File: src/rtl/core/eoq_pkg.sv
// Shared types and constants for the elevator order queue.
// No dependencies; imported by every module of the block.
package eoq_pkg;

  // Fixed field widths of the stream words
  localparam int unsigned FLOOR_W     = 2;
  localparam int unsigned KIND_W      = 2;
  localparam int unsigned LEN_W       = 3;
  localparam int unsigned VEC_W       = 4;
  localparam int unsigned IN_TDATA_W  = 8;
  localparam int unsigned IN_TUSER_W  = 3;
  localparam int unsigned OUT_TDATA_W = 24;

  // Event code carried in tuser bit 0
  localparam logic FUNC_ARRIVE = 1'b1;

  typedef enum logic [KIND_W-1:0] {
    KIND_UP   = 2'd0,
    KIND_DOWN = 2'd1,
    KIND_CAB  = 2'd2
  } button_kind_e;

  typedef enum logic [1:0] {
    OP_NONE   = 2'd0,
    OP_PRESS  = 2'd1,
    OP_ARRIVE = 2'd2
  } cmd_op_e;

  // Classified event handed from front to back
  typedef struct packed {
    cmd_op_e             op;
    logic [FLOOR_W-1:0]  floor;
    logic [KIND_W-1:0]   kind;
  } eoq_cmd_t;

  // Result word; next_floor sits in the lowest bits
  typedef struct packed {
    logic              dropped;
    logic [VEC_W-1:0]  cab_requests;
    logic [VEC_W-1:0]  down_requests;
    logic [VEC_W-1:0]  up_requests;
    logic [LEN_W-1:0]  queue_length;
    logic              queue_nonempty;
    logic [FLOOR_W-1:0] next_floor;
  } eoq_result_t;

endpackage

File: src/rtl/core/elevator_order_queue.sv
// Elevator order queue: the back end walks the queue slots for each item (search,
// then shift on an arrival that hits), one queue slot per cycle for search and shift.
// The result is registered in the done state once the output register is free.
// A two-word command queue lets the input side keep accepting while busy.
// Reset (rst_ni low, async) empties the queue and clears all request flags;
// queue slot contents are not reset and are only read below the fill count.
module elevator_order_queue import eoq_pkg::*; #(
  parameter int unsigned FLOOR_COUNT = 4,
  parameter int unsigned QUEUE_DEPTH = 4
) (
  input  logic                   clk_i,
  input  logic                   rst_ni,
  // Event words
  input  logic                   s_axis_tvalid_i,
  output logic                   s_axis_tready_o,
  input  logic [IN_TDATA_W-1:0]  s_axis_tdata_i,  // [1:0] floor, rest zero
  input  logic [IN_TUSER_W-1:0]  s_axis_tuser_i,  // [0] func, [2:1] button_kind
  // Result words
  output logic                   m_axis_tvalid_o,
  input  logic                   m_axis_tready_i,
  output logic [OUT_TDATA_W-1:0] m_axis_tdata_o   // [1:0] next_floor, [2] queue_nonempty,
                                                  // [5:3] queue_length, [9:6] up_requests,
                                                  // [13:10] down_requests,
                                                  // [17:14] cab_requests, [18] dropped
);

  logic        cmd_valid;
  logic        cmd_ready;
  eoq_cmd_t    cmd;
  eoq_result_t res;

  // Front: classify presses and arrivals, buffer them
  eoq_front #(
    .FLOOR_COUNT (FLOOR_COUNT)
  ) u_front (
    .clk_i       (clk_i),
    .rst_ni      (rst_ni),
    .in_valid_i  (s_axis_tvalid_i),
    .in_ready_o  (s_axis_tready_o),
    .func_i      (s_axis_tuser_i[0]),
    .floor_i     (s_axis_tdata_i[FLOOR_W-1:0]),
    .kind_i      (s_axis_tuser_i[KIND_W:1]),
    .cmd_valid_o (cmd_valid),
    .cmd_ready_i (cmd_ready),
    .cmd_o       (cmd)
  );

  // Back: flag update, queue search/append/remove, result register
  eoq_back #(
    .FLOOR_COUNT (FLOOR_COUNT),
    .QUEUE_DEPTH (QUEUE_DEPTH)
  ) u_back (
    .clk_i       (clk_i),
    .rst_ni      (rst_ni),
    .cmd_valid_i (cmd_valid),
    .cmd_ready_o (cmd_ready),
    .cmd_i       (cmd),
    .res_valid_o (m_axis_tvalid_o),
    .res_ready_i (m_axis_tready_i),
    .res_o       (res)
  );

  // Upper pad bits come out as zero
  assign m_axis_tdata_o = OUT_TDATA_W'(res);

  // A classified press always carries a real button kind
  assert property (@(posedge clk_i) disable iff (!rst_ni)
    (cmd_valid && cmd_ready && cmd.op == OP_PRESS) |->
      (cmd.kind == KIND_UP || cmd.kind == KIND_DOWN || cmd.kind == KIND_CAB))
    else $error("press command with unknown button kind");

  // An empty queue reports floor zero at the head
  assert property (@(posedge clk_i) disable iff (!rst_ni)
    (m_axis_tvalid_o && !res.queue_nonempty) |-> (res.next_floor == '0))
    else $error("empty queue reports a head floor");

  // A dropped floor means the queue is at full depth
  assert property (@(posedge clk_i) disable iff (!rst_ni)
    (m_axis_tvalid_o && res.dropped) |-> (res.queue_length == LEN_W'(QUEUE_DEPTH)))
    else $error("drop reported with room left in the queue");

  // Nonempty flag agrees with the length while the length is not masked
  assert property (@(posedge clk_i) disable iff (!rst_ni)
    m_axis_tvalid_o |->
      ((QUEUE_DEPTH >= 8) || (res.queue_nonempty == (res.queue_length != '0))))
    else $error("queue_nonempty disagrees with queue_length");

endmodule

File: src/rtl/core/eoq_front.sv
// Front end: accepts input words, classifies them into commands and
// buffers them in a two-entry queue. Depends on eoq_pkg.
module eoq_front import eoq_pkg::*; #(
  parameter int unsigned FLOOR_COUNT = 4
) (
  input  logic                  clk_i,
  input  logic                  rst_ni,
  input  logic                  in_valid_i,
  output logic                  in_ready_o,
  input  logic                  func_i,
  input  logic [FLOOR_W-1:0]    floor_i,
  input  logic [KIND_W-1:0]     kind_i,
  output logic                  cmd_valid_o,
  input  logic                  cmd_ready_i,
  output eoq_cmd_t              cmd_o
);

  eoq_cmd_t   cls;
  eoq_cmd_t   entry_q [2];
  logic       wr_ptr_q, wr_ptr_d;
  logic       rd_ptr_q, rd_ptr_d;
  logic [1:0] fill_q, fill_d;
  logic       push, pop;

  // Classify: out-of-range floor, or a press with an unknown button kind, does nothing
  always_comb begin
    cls.floor = floor_i;
    cls.kind  = kind_i;
    if (32'(floor_i) >= FLOOR_COUNT) begin
      cls.op = OP_NONE;
    end else if (func_i == FUNC_ARRIVE) begin
      cls.op = OP_ARRIVE;
    end else if (kind_i == KIND_UP || kind_i == KIND_DOWN || kind_i == KIND_CAB) begin
      cls.op = OP_PRESS;
    end else begin
      cls.op = OP_NONE;
    end
  end

  assign in_ready_o  = (fill_q != 2'd2);
  assign cmd_valid_o = (fill_q != 2'd0);
  assign cmd_o       = entry_q[rd_ptr_q];
  assign push        = in_valid_i && in_ready_o;
  assign pop         = cmd_valid_o && cmd_ready_i;

  always_comb begin
    wr_ptr_d = push ? !wr_ptr_q : wr_ptr_q;
    rd_ptr_d = pop ? !rd_ptr_q : rd_ptr_q;
    fill_d   = fill_q + {1'b0, push} - {1'b0, pop};
  end

  always_ff @(posedge clk_i or negedge rst_ni) begin
    if (!rst_ni) begin
      wr_ptr_q <= 1'b0;
      rd_ptr_q <= 1'b0;
      fill_q   <= 2'd0;
    end else begin
      wr_ptr_q <= wr_ptr_d;
      rd_ptr_q <= rd_ptr_d;
      fill_q   <= fill_d;
    end
  end

  always_ff @(posedge clk_i) begin
    if (push) begin
      entry_q[wr_ptr_q] <= cls;
    end
  end

endmodule

File: src/rtl/core/eoq_back.sv
// Back end: request flags, ordered floor queue with a slot walker,
// and the registered result word. Depends on eoq_pkg.
module eoq_back import eoq_pkg::*; #(
  parameter int unsigned FLOOR_COUNT = 4,
  parameter int unsigned QUEUE_DEPTH = 4
) (
  input  logic         clk_i,
  input  logic         rst_ni,
  input  logic         cmd_valid_i,
  output logic         cmd_ready_o,
  input  eoq_cmd_t     cmd_i,
  output logic         res_valid_o,
  input  logic         res_ready_i,
  output eoq_result_t  res_o
);

  localparam int unsigned CNT_W = $clog2(QUEUE_DEPTH + 1);
  localparam int unsigned IDX_W = (QUEUE_DEPTH > 1) ? $clog2(QUEUE_DEPTH) : 1;

  localparam logic [1:0] ST_IDLE  = 2'd0;
  localparam logic [1:0] ST_SCAN  = 2'd1;
  localparam logic [1:0] ST_SHIFT = 2'd2;
  localparam logic [1:0] ST_DONE  = 2'd3;

  logic [1:0]             state_q, state_d;
  cmd_op_e                op_q, op_d;
  logic [FLOOR_W-1:0]     floor_q, floor_d;
  logic [CNT_W-1:0]       ptr_q, ptr_d;
  logic [CNT_W-1:0]       count_q, count_d;
  logic [FLOOR_W-1:0]     head_q, head_d;
  logic [FLOOR_COUNT-1:0] up_q, up_d;
  logic [FLOOR_COUNT-1:0] dn_q, dn_d;
  logic [FLOOR_COUNT-1:0] cab_q, cab_d;
  logic                   drop_q, drop_d;
  logic                   out_valid_q, out_valid_d;
  eoq_result_t            out_q, out_d;

  logic [FLOOR_W-1:0]     slots_q [QUEUE_DEPTH];
  logic                   slot_we;
  logic [IDX_W-1:0]       slot_wa;
  logic [FLOOR_W-1:0]     slot_wd;

  logic [CNT_W-1:0]       nxt_ptr;
  logic [IDX_W-1:0]       rd_idx;
  logic [FLOOR_W-1:0]     rd_slot;
  logic [FLOOR_COUNT-1:0] floor_bit;
  logic                   scan_end, hit, full, shift_more, out_free;

  assign nxt_ptr    = ptr_q + CNT_W'(1);
  assign rd_idx     = (state_q == ST_SHIFT) ? nxt_ptr[IDX_W-1:0] : ptr_q[IDX_W-1:0];
  assign rd_slot    = slots_q[rd_idx];
  assign scan_end   = (ptr_q == count_q);
  assign hit        = (rd_slot == floor_q);
  assign full       = (count_q == CNT_W'(QUEUE_DEPTH));
  assign shift_more = (nxt_ptr < count_q);
  assign floor_bit  = FLOOR_COUNT'(1) << cmd_i.floor;
  assign out_free   = !out_valid_q || res_ready_i;

  assign cmd_ready_o = (state_q == ST_IDLE);
  assign res_valid_o = out_valid_q;
  assign res_o       = out_q;

  always_comb begin
    state_d     = state_q;
    op_d        = op_q;
    floor_d     = floor_q;
    ptr_d       = ptr_q;
    count_d     = count_q;
    up_d        = up_q;
    dn_d        = dn_q;
    cab_d       = cab_q;
    drop_d      = drop_q;
    out_d       = out_q;
    out_valid_d = out_valid_q && !res_ready_i;
    slot_we     = 1'b0;
    slot_wa     = ptr_q[IDX_W-1:0];
    slot_wd     = rd_slot;

    unique case (state_q)
      ST_IDLE: begin
        if (cmd_valid_i) begin
          op_d    = cmd_i.op;
          floor_d = cmd_i.floor;
          ptr_d   = '0;
          drop_d  = 1'b0;
          case (cmd_i.op)
            OP_PRESS: begin
              case (cmd_i.kind)
                KIND_UP:   up_d  = up_q | floor_bit;
                KIND_DOWN: dn_d  = dn_q | floor_bit;
                KIND_CAB:  cab_d = cab_q | floor_bit;
                default: ;
              endcase
              state_d = ST_SCAN;
            end
            OP_ARRIVE: begin
              up_d    = up_q & ~floor_bit;
              dn_d    = dn_q & ~floor_bit;
              cab_d   = cab_q & ~floor_bit;
              state_d = ST_SCAN;
            end
            default: state_d = ST_DONE;
          endcase
        end
      end
      ST_SCAN: begin
        if (scan_end) begin
          // floor not queued: append on press, or flag a full queue
          if (op_q == OP_PRESS) begin
            if (full) begin
              drop_d = 1'b1;
            end else begin
              slot_we = 1'b1;
              slot_wa = count_q[IDX_W-1:0];
              slot_wd = floor_q;
              count_d = count_q + CNT_W'(1);
            end
          end
          state_d = ST_DONE;
        end else if (hit) begin
          state_d = (op_q == OP_ARRIVE) ? ST_SHIFT : ST_DONE;
        end else begin
          ptr_d = nxt_ptr;
        end
      end
      ST_SHIFT: begin
        // pull later entries forward over the removed slot
        if (shift_more) begin
          slot_we = 1'b1;
          ptr_d   = nxt_ptr;
        end else begin
          count_d = count_q - CNT_W'(1);
          state_d = ST_DONE;
        end
      end
      ST_DONE: begin
        if (out_free) begin
          out_d.next_floor     = (count_q != '0) ? head_q : '0;
          out_d.queue_nonempty = (count_q != '0);
          out_d.queue_length   = LEN_W'(count_q);
          out_d.up_requests    = VEC_W'(up_q);
          out_d.down_requests  = VEC_W'(dn_q);
          out_d.cab_requests   = VEC_W'(cab_q);
          out_d.dropped        = drop_q;
          out_valid_d          = 1'b1;
          state_d              = ST_IDLE;
        end
      end
      default: state_d = ST_IDLE;
    endcase

    head_d = (slot_we && slot_wa == '0) ? slot_wd : head_q;
  end

  always_ff @(posedge clk_i or negedge rst_ni) begin
    if (!rst_ni) begin
      state_q     <= ST_IDLE;
      op_q        <= OP_NONE;
      ptr_q       <= '0;
      count_q     <= '0;
      up_q        <= '0;
      dn_q        <= '0;
      cab_q       <= '0;
      drop_q      <= 1'b0;
      out_valid_q <= 1'b0;
    end else begin
      state_q     <= state_d;
      op_q        <= op_d;
      ptr_q       <= ptr_d;
      count_q     <= count_d;
      up_q        <= up_d;
      dn_q        <= dn_d;
      cab_q       <= cab_d;
      drop_q      <= drop_d;
      out_valid_q <= out_valid_d;
    end
  end

  always_ff @(posedge clk_i) begin
    floor_q <= floor_d;
    head_q  <= head_d;
    out_q   <= out_d;
    if (slot_we) begin
      slots_q[slot_wa] <= slot_wd;
    end
  end

endmodule

File: config.mk
export PLATFORM = sky130hd
export DESIGN_NAME = elevator_order_queue
export DESIGN_NICKNAME = d
export VERILOG_FILES = /design/src/rtl/core/eoq_pkg.sv /design/src/rtl/core/elevator_order_queue.sv /design/src/rtl/core/eoq_front.sv /design/src/rtl/core/eoq_back.sv
export SDC_FILE = /design/constraint.sdc
export NUM_CORES = 1
export LEC_CHECK = 0
export ABC_AREA = 1
export BUFFER_PORTS_ARGS = -buffer_cell sky130_fd_sc_hd__buf_4
export CAP_MARGIN = 20
export CORE_MARGIN = 2
export CORE_UTILIZATION = 40
export DETAILED_ROUTE_END_ITERATION = 10
export GPL_TIMING_DRIVEN = 0
export PLACE_DENSITY_LB_ADDON = 0.08
export SYNTH_ARGS = -nofsm -noshare
export SYNTH_HDL_FRONTEND = slang
export SYNTH_SLANG_ARGS = --single-unit
File: constraint.sdc
create_clock -name clk_i -period 2.6 [get_ports clk_i]
set_input_delay 0.13 -clock clk_i [delete_from_list [all_inputs] [get_ports clk_i]]
set_output_delay 0.13 -clock clk_i [all_outputs]
set_load 0.01 [all_outputs]
## Word-level counts from Yosys, hierarchy flattened

Memories as Yosys holds them, arrays and structs flattened.
Cells that the tools add are included.

| cells by class | value |
|---|---|
| mux-type cells | 51 |
| magnitude comparators | 1 |
| bitwise gates (word level) | 7 |
| shift operators | 1 |
| add/subtract/negate cells | 5 |
| reductions and logical operators | 31 |
| equality and inequality tests | 29 |

Operators by type and width:

| operator | number |
|---|---|
| two-way mux 2 bit | 16 |
| two-way mux 3 bit | 8 |
| one-hot mux 4 bit (2 select lines) | 3 |
| two-way mux 1 bit | 16 |
| inequality test 2 bit (second input constant) | 8 |
| AND reduction 4 bit | 4 |
| AND reduction 5 bit | 3 |
| bitwise AND 4 bit | 3 |
| equality test 2 bit (second input constant) | 6 |
| two-way mux 4 bit | 3 |
| inequality test 2 x 1 -> 1 bit (second input constant) | 6 |
| OR 4 bit | 3 |
| equality test 2 x 1 -> 1 bit (second input constant) | 5 |
| one-hot mux 3 bit (3 select lines) | 1 |
| zero test 2 bit | 4 |
| one-hot mux 2 bit (4 select lines) | 1 |
| nonzero test 2 bit | 4 |
| adder 3 x 1 -> 3 bit (second input constant) | 2 |
| one-hot mux 3 bit (2 select lines) | 1 |
| nonzero test 3 bit | 2 |
| logical AND 1 bit | 4 |
| zero test 1 bit | 4 |
| NOT 4 bit | 1 |
| one-hot mux 1 bit (2 select lines) | 2 |
| other kinds (12) | 15 |

| storage, ports and cells | value |
|---|---|
| bits of input ports | 15 |
| memories kept | 2 |
| word-level logic and storage cells | 148 |
| memory bits (writable) | 20 |
| output and inout bits | 26 |
| flip-flop bits (word level) | 51 |

Memories:

| memory | depth | width | rd ports | clocked after Yosys merged registers in | wr ports | RTL line | source |
|---|---|---|---|---|---|---|---|
| u_front.entry_q | 2 | 6 | 1 | 0 | 1 | eoq_front.sv:19 | `eoq_cmd_t entry_q [2];` |
| u_back.slots_q | 4 | 2 | 1 | 0 | 1 | eoq_back.sv:38 | `logic [FLOOR_W-1:0] slots_q [QUEUE_DEPTH];` |

## Depth between registers and ports, before layout

| logic depth | value |
|---|---|
| word-level depth | 7 |
| gate-level depth with buffers | 15 |
| depth with buffers taken out | 14 |

## Modules after synthesis

A second synthesis with hierarchy kept.

| second synthesis, totals | value |
|---|---|
| cell total of the unflattened synthesis | 351 |
| area total of the unflattened synthesis | 3349.5 µm² |

By module, submodules not included:

| module | cells an instance | instances | area each (µm²) | seq. area each (µm²) |
|---|---|---|---|---|
| eoq_back | 282 | 1 | 2623.8 | 1471.4 |
| eoq_front | 63 | 1 | 684.4 | 460.4 |
| elevator_order_queue | 6 | 1 | 41.3 | 0.0 |

## Worst setup path before layout

No wires, ideal clock.

| timing | value |
|---|---|
| kind | register to register |
| from | register u_back.ptr_q[0] |
| to | memory u_back.slots_q[1][0], enable pin |
| setup time | 329 ps |
| data arrival time | 1934 ps |
| stages on the path, launching flop included | 11 |
| path buffers | 0 |
| slack | 337 ps |
| data required time | 2271 ps |
| clock period less this slack | 2263 ps |
| cells stage by stage | dfrtp_1 > ha_1 > or2_2 > nand2_1 > ha_1 > a21oi_1 > o21a_1 > nand2_1 > nand2_1 > nand2_1 > nor3_1 |

| on the way | value |
|---|---|
| cells in the longest elaborated chain, start to end | 6 |
| elaborated cells between the ends (all ways) | 12 |
| classes of those cells | 1 x add/sub; 1 x order compare; 1 x eq/ne; 9 x mux |

Ends and longest elaborated chain:

| element | RTL line | source |
|---|---|---|
| start, declared | eoq_back.sv:28 | `logic [CNT_W-1:0] ptr_q, ptr_d;` |
| start signal, assigned | eoq_back.sv:169 | `ptr_q <= ptr_d;` |
| adder 3 x 1 -> 3 bit | eoq_back.sv:49 | `assign nxt_ptr = ptr_q + CNT_W'(1);` |
| < comparator 3 bit | eoq_back.sv:55 | `assign shift_more = (nxt_ptr < count_q);` |
| two-way mux 1 bit | eoq_back.sv:128 | `if (shift_more) begin` |
| one-hot mux 1 bit (2 select lines) | eoq_back.sv:79 | `unique case (state_q)` |
| two-way mux 1 bit | eoq_back.sv:183 | `if (slot_we) begin` |
| two-way mux 1 bit (not written as such) | eoq_back.sv:184 | `slots_q[slot_wa] <= slot_wd;` |
| end, declared | eoq_back.sv:38 |  |

Parallel ways exist; a longest one is shown, timed or not.

## Worst setup path after layout

| timing | value |
|---|---|
| from | register u_back.ptr_q[0] |
| to | register u_back.head_q[1], enable pin |

| on the way | value |
|---|---|
| cells in the longest elaborated chain, start to end | 6 |
| elaborated cells between the ends (all ways) | 12 |
| classes of those cells | 1 x add/sub; 1 x order compare; 1 x eq/ne; 7 x mux; 2 x reduce/logical |

Ends and longest elaborated chain:

| element | RTL line | source |
|---|---|---|
| parallel branches: the longest is 5 deep, another holds adder 3 x 1 -> 3 bit | n/a |  |
| logical AND 1 bit * | eoq_back.sv:152 | `head_d = (slot_we && slot_wa == '0) ? slot_wd : head_q;` |
| end signal, assigned | eoq_back.sv:181 | `head_q <= head_d;` |
| end, declared | eoq_back.sv:30 | `logic [FLOOR_W-1:0] head_q, head_d;` |

Every way passes the cells marked *.
A chain may end at the register's enable or synchronous reset.

==> metrics.md <==
| Metric | Value |
|---|---|
| Status | complete, no violations |
| Die Area | 8942 µm² |
| CTS buffer count | 9 |
| Final WL | 6222 µm |
| Critical Path Max Stage Delay | 0.46 ns |
| Fin nets | 404 |
| Final Critical Period | 2.446 ns |
| Pwr per Cell Area | 1274 nW/µm² |
| Fraction of registers with async set/reset | 40.58% |
| Pre-antenna DRT Iters | 4 |
| Final worst slack | 0.1536 ns |
| Root buffer cell | clkbuf_8 |
| FMAX | 0.4088 GHz |
| Global placement routability congestion | 0.8663 |
| Clk_lat worst skew | 0.35 ns |
| Ys flop type | edfxtp_1 |
| Sequential Power Share | 36.9% |
| Slew Limit Fails | 0 |
| FF+latch count, synth | 69 |
| Dominant cell type by area after synthesis | edfxtp_1 |
| Largest net degree at the start of global routing | 29 |
| Register area | 1934 µm² |
| Most frequent cells in the layout | nand2_1 (64), edfxtp_1 (41), buf_4 (36) |
| Vias per cell | 4.833 |
| DRC viols | 0 |
| Worst slack, placed | 0.009134 ns |
| Initial antenna violation count | 0 |
| PortBufs | 29 |
| Synth top area share | 37.53% |
| Clock slew at reported path FFs | 0.08 ns |
| Logic pwr share | 43.3% |
| EDFF count, synth | 41 |
| Die span in y | 94.56 µm |
| Post-layout util | 49.55% |
| Register area share after synthesis | 58.89% |
| Yosys warns | 0 |
| Num Clock Sinks | 69 |
| Type of origin of the critical path | flip-flop |
| GRT Total Usage | 15.26% |
| Die X | 94.56 µm |
| Switching Fraction | 40.94% |
| Core area | 8093 µm² |
| Most common cell after layout, fill and taps aside | nand2_1 |
| Min-Delay Path Class | primary input to flip-flop |
| Cell Rows | 33 |
| Cell Int Power | 3017 µW |
| RSZ-0062 raised after global routing | no |
| Synth area leaders | edfxtp_1 (38%), dfrtp_1 (21%), nand2_1 (7.4%) |
| Max-cap violations | 0 |
| CP top delay family | simple AND/OR/NAND/NOR gates |
| Ant diodes | 0 |
| VDD IR max | 0.5312 mV |
| Area growth syn-to-layout | 22.24% |
| DR vias | 2344 |
| DR iter-0 viols | 124 |
| Cells after synthesis | 322 |
| WP buf/inv | 0 |
| Detail Route Antenna Nets | 0 |
| Slew Limit Headroom | 61.09% |
| Leakage | 0.001783 µW |
| Crit Path Class | flip-flop to flip-flop |
| Mean Syn Cell Area | 10.19 µm² |
| Synthesized area | 3281 µm² |
| Number of global-route vias before repair | 2189 |
| CP max stage cell | dfrtp_2 |
| Global-route wire length before repair | 10350 µm |
| Psw | 2092 µW |
| I/O Pins | 41 |
| Worst EP required | 2.65 ns |
| Final period util | 94.09% |
| Measured slew at the worst slew-check pin | 0.5815 ns |
| CP arrival | 2.50 ns |
| Longest Clk Path Bufs | 2 |
| Nature of the critical path endpoint | flip-flop |
| CP most frequent cell | nand2_1 |
| Worst Skew | 0.01082 ns |
| Count of cell types in the netlist | 32 |
| Layout cells sized above 1 | 22.11% |
| TritonCTS clock tree | built |
| Fillers | 789 |
| Crit-path max FO | 7 |
| Clock share of power | 19.8% |
| Final hold violations | 0 |
| Area taken by multi-input logic gates | 1210 µm² |
| Endpoints failing setup | 0 |
| Initial core utilization | 40.54% |
| Crit-path cells | ha_1 -> or2_2 -> nand2_1 -> ha_1 -> a21oi_1 -> o21a_1 -> nand2_1 -> nand2_1 -> nand2_2 -> nor3_4 |
| Drt wl/cell | 12.83 µm |
| Post-DP HPWL | 4511 µm |
| Global route total overflow | 0 |
| H-tree levels | 3 |
[timing repair]
item,CTS,global route
buffers inserted,0,2
gates resized for setup,0,10
endpoints found under the hold margin,38,0
hold buffers,6,0
endpoints found under the setup margin,0,8
[final timing paths]
check / from / end / slack [ns] / cells past startpoint
min in group asynchronous: rst_ni / async pin / 0.24 / 2
worst max-delay path: u_back.ptr_q[0] / u_back.head_q[1] / 0.15 / 10
worst min-delay path: m_axis_tready_i / u_back.res_valid_o / 0.06 / 4
max in group asynchronous: rst_ni / u_back.ptr_q[1] / 2.06 / 2
worst max register to register: u_back.ptr_q[0] / u_back.head_q[1] / 0.15 / 10
worst min register to register: flip-flop / u_back.res_o[8] / 0.44 / 0
[power groups by stage]
stage               Sequential (µW)  Clock (µW)  Combinational, µW
finish                         1890        1010               2210
global route                   1930        1080               2550
CTS                            1900        1030               2170
detailed placement             1920           0               2150
global placement               1910           0               2100
floorplan                      1900           0               1530
[cells by family after synthesis]
logic type | count (synthesis) | share of synthesized area [%]
xor gates and xnor gates | 7 | 1.869
adders and majority gates | 14 | 5.339
and+or+nand+nor | 131 | 17.85
other | 1 | 0.1143
DFF | 69 | 58.89
buffers and inverters | 46 | 6.064
AOI/OAI and AO/OA | 54 | 9.878
[synth_stat cells (all sizes together) (6+ instances only)]
master / count
edfxtp: 41
ha: 14
nand2: 73
buf: 6
dfrtp: 28
nor2: 15
o21ai: 31
o31ai: 12
a21oi: 6
inv: 39
nand3: 31
[tightest hold or removal path: cells and delay by family]
| kind | cells | cell delay, ns |
|---|---|---|
| simple gates | 2 | 0.12 |
| buf+inv | 2 | 0.11 |
[area by class of cell]
| class | instances | share of cell area (%) |
|---|---|---|
| timing repair buffer | 38 | 7.675 |
| tap | 105 | 3.276 |
| clock inverter | 7 | 2.590 |
| buffer | 7 | 1.310 |
| multi-input combinational | 211 | 30.17 |
| sequential | 69 | 48.24 |
| inverter | 39 | 3.651 |
| clock buffer | 9 | 3.089 |
[stage by stage]
step	hold WS [ns]	std cells	instance area (µm²)	TNS, ns	total power, µW
floorplan	-0.1656	326	3296	0	3427
global placement	0.08838	460	3645	-0.1343	4011
detailed placement	0.08908	461	3664	0	4068
CTS	0.04920	483	3951	0	5097
global route	0.08329	485	4010	0	5563
finish	0.06306	485	4010	0	5109
[metal layers]
metal  global-route usage [%]  vias to the layer above  share of wire (%)
met5                        0                        -                  0
met2                    22.74                       47                 43
met4                    7.126                        0                1.6
met3                    2.713                       11                3.6
met1                    21.72                     1093                 51
li1                         -                     1193                  -
Power figures use the tool's default switching activity.
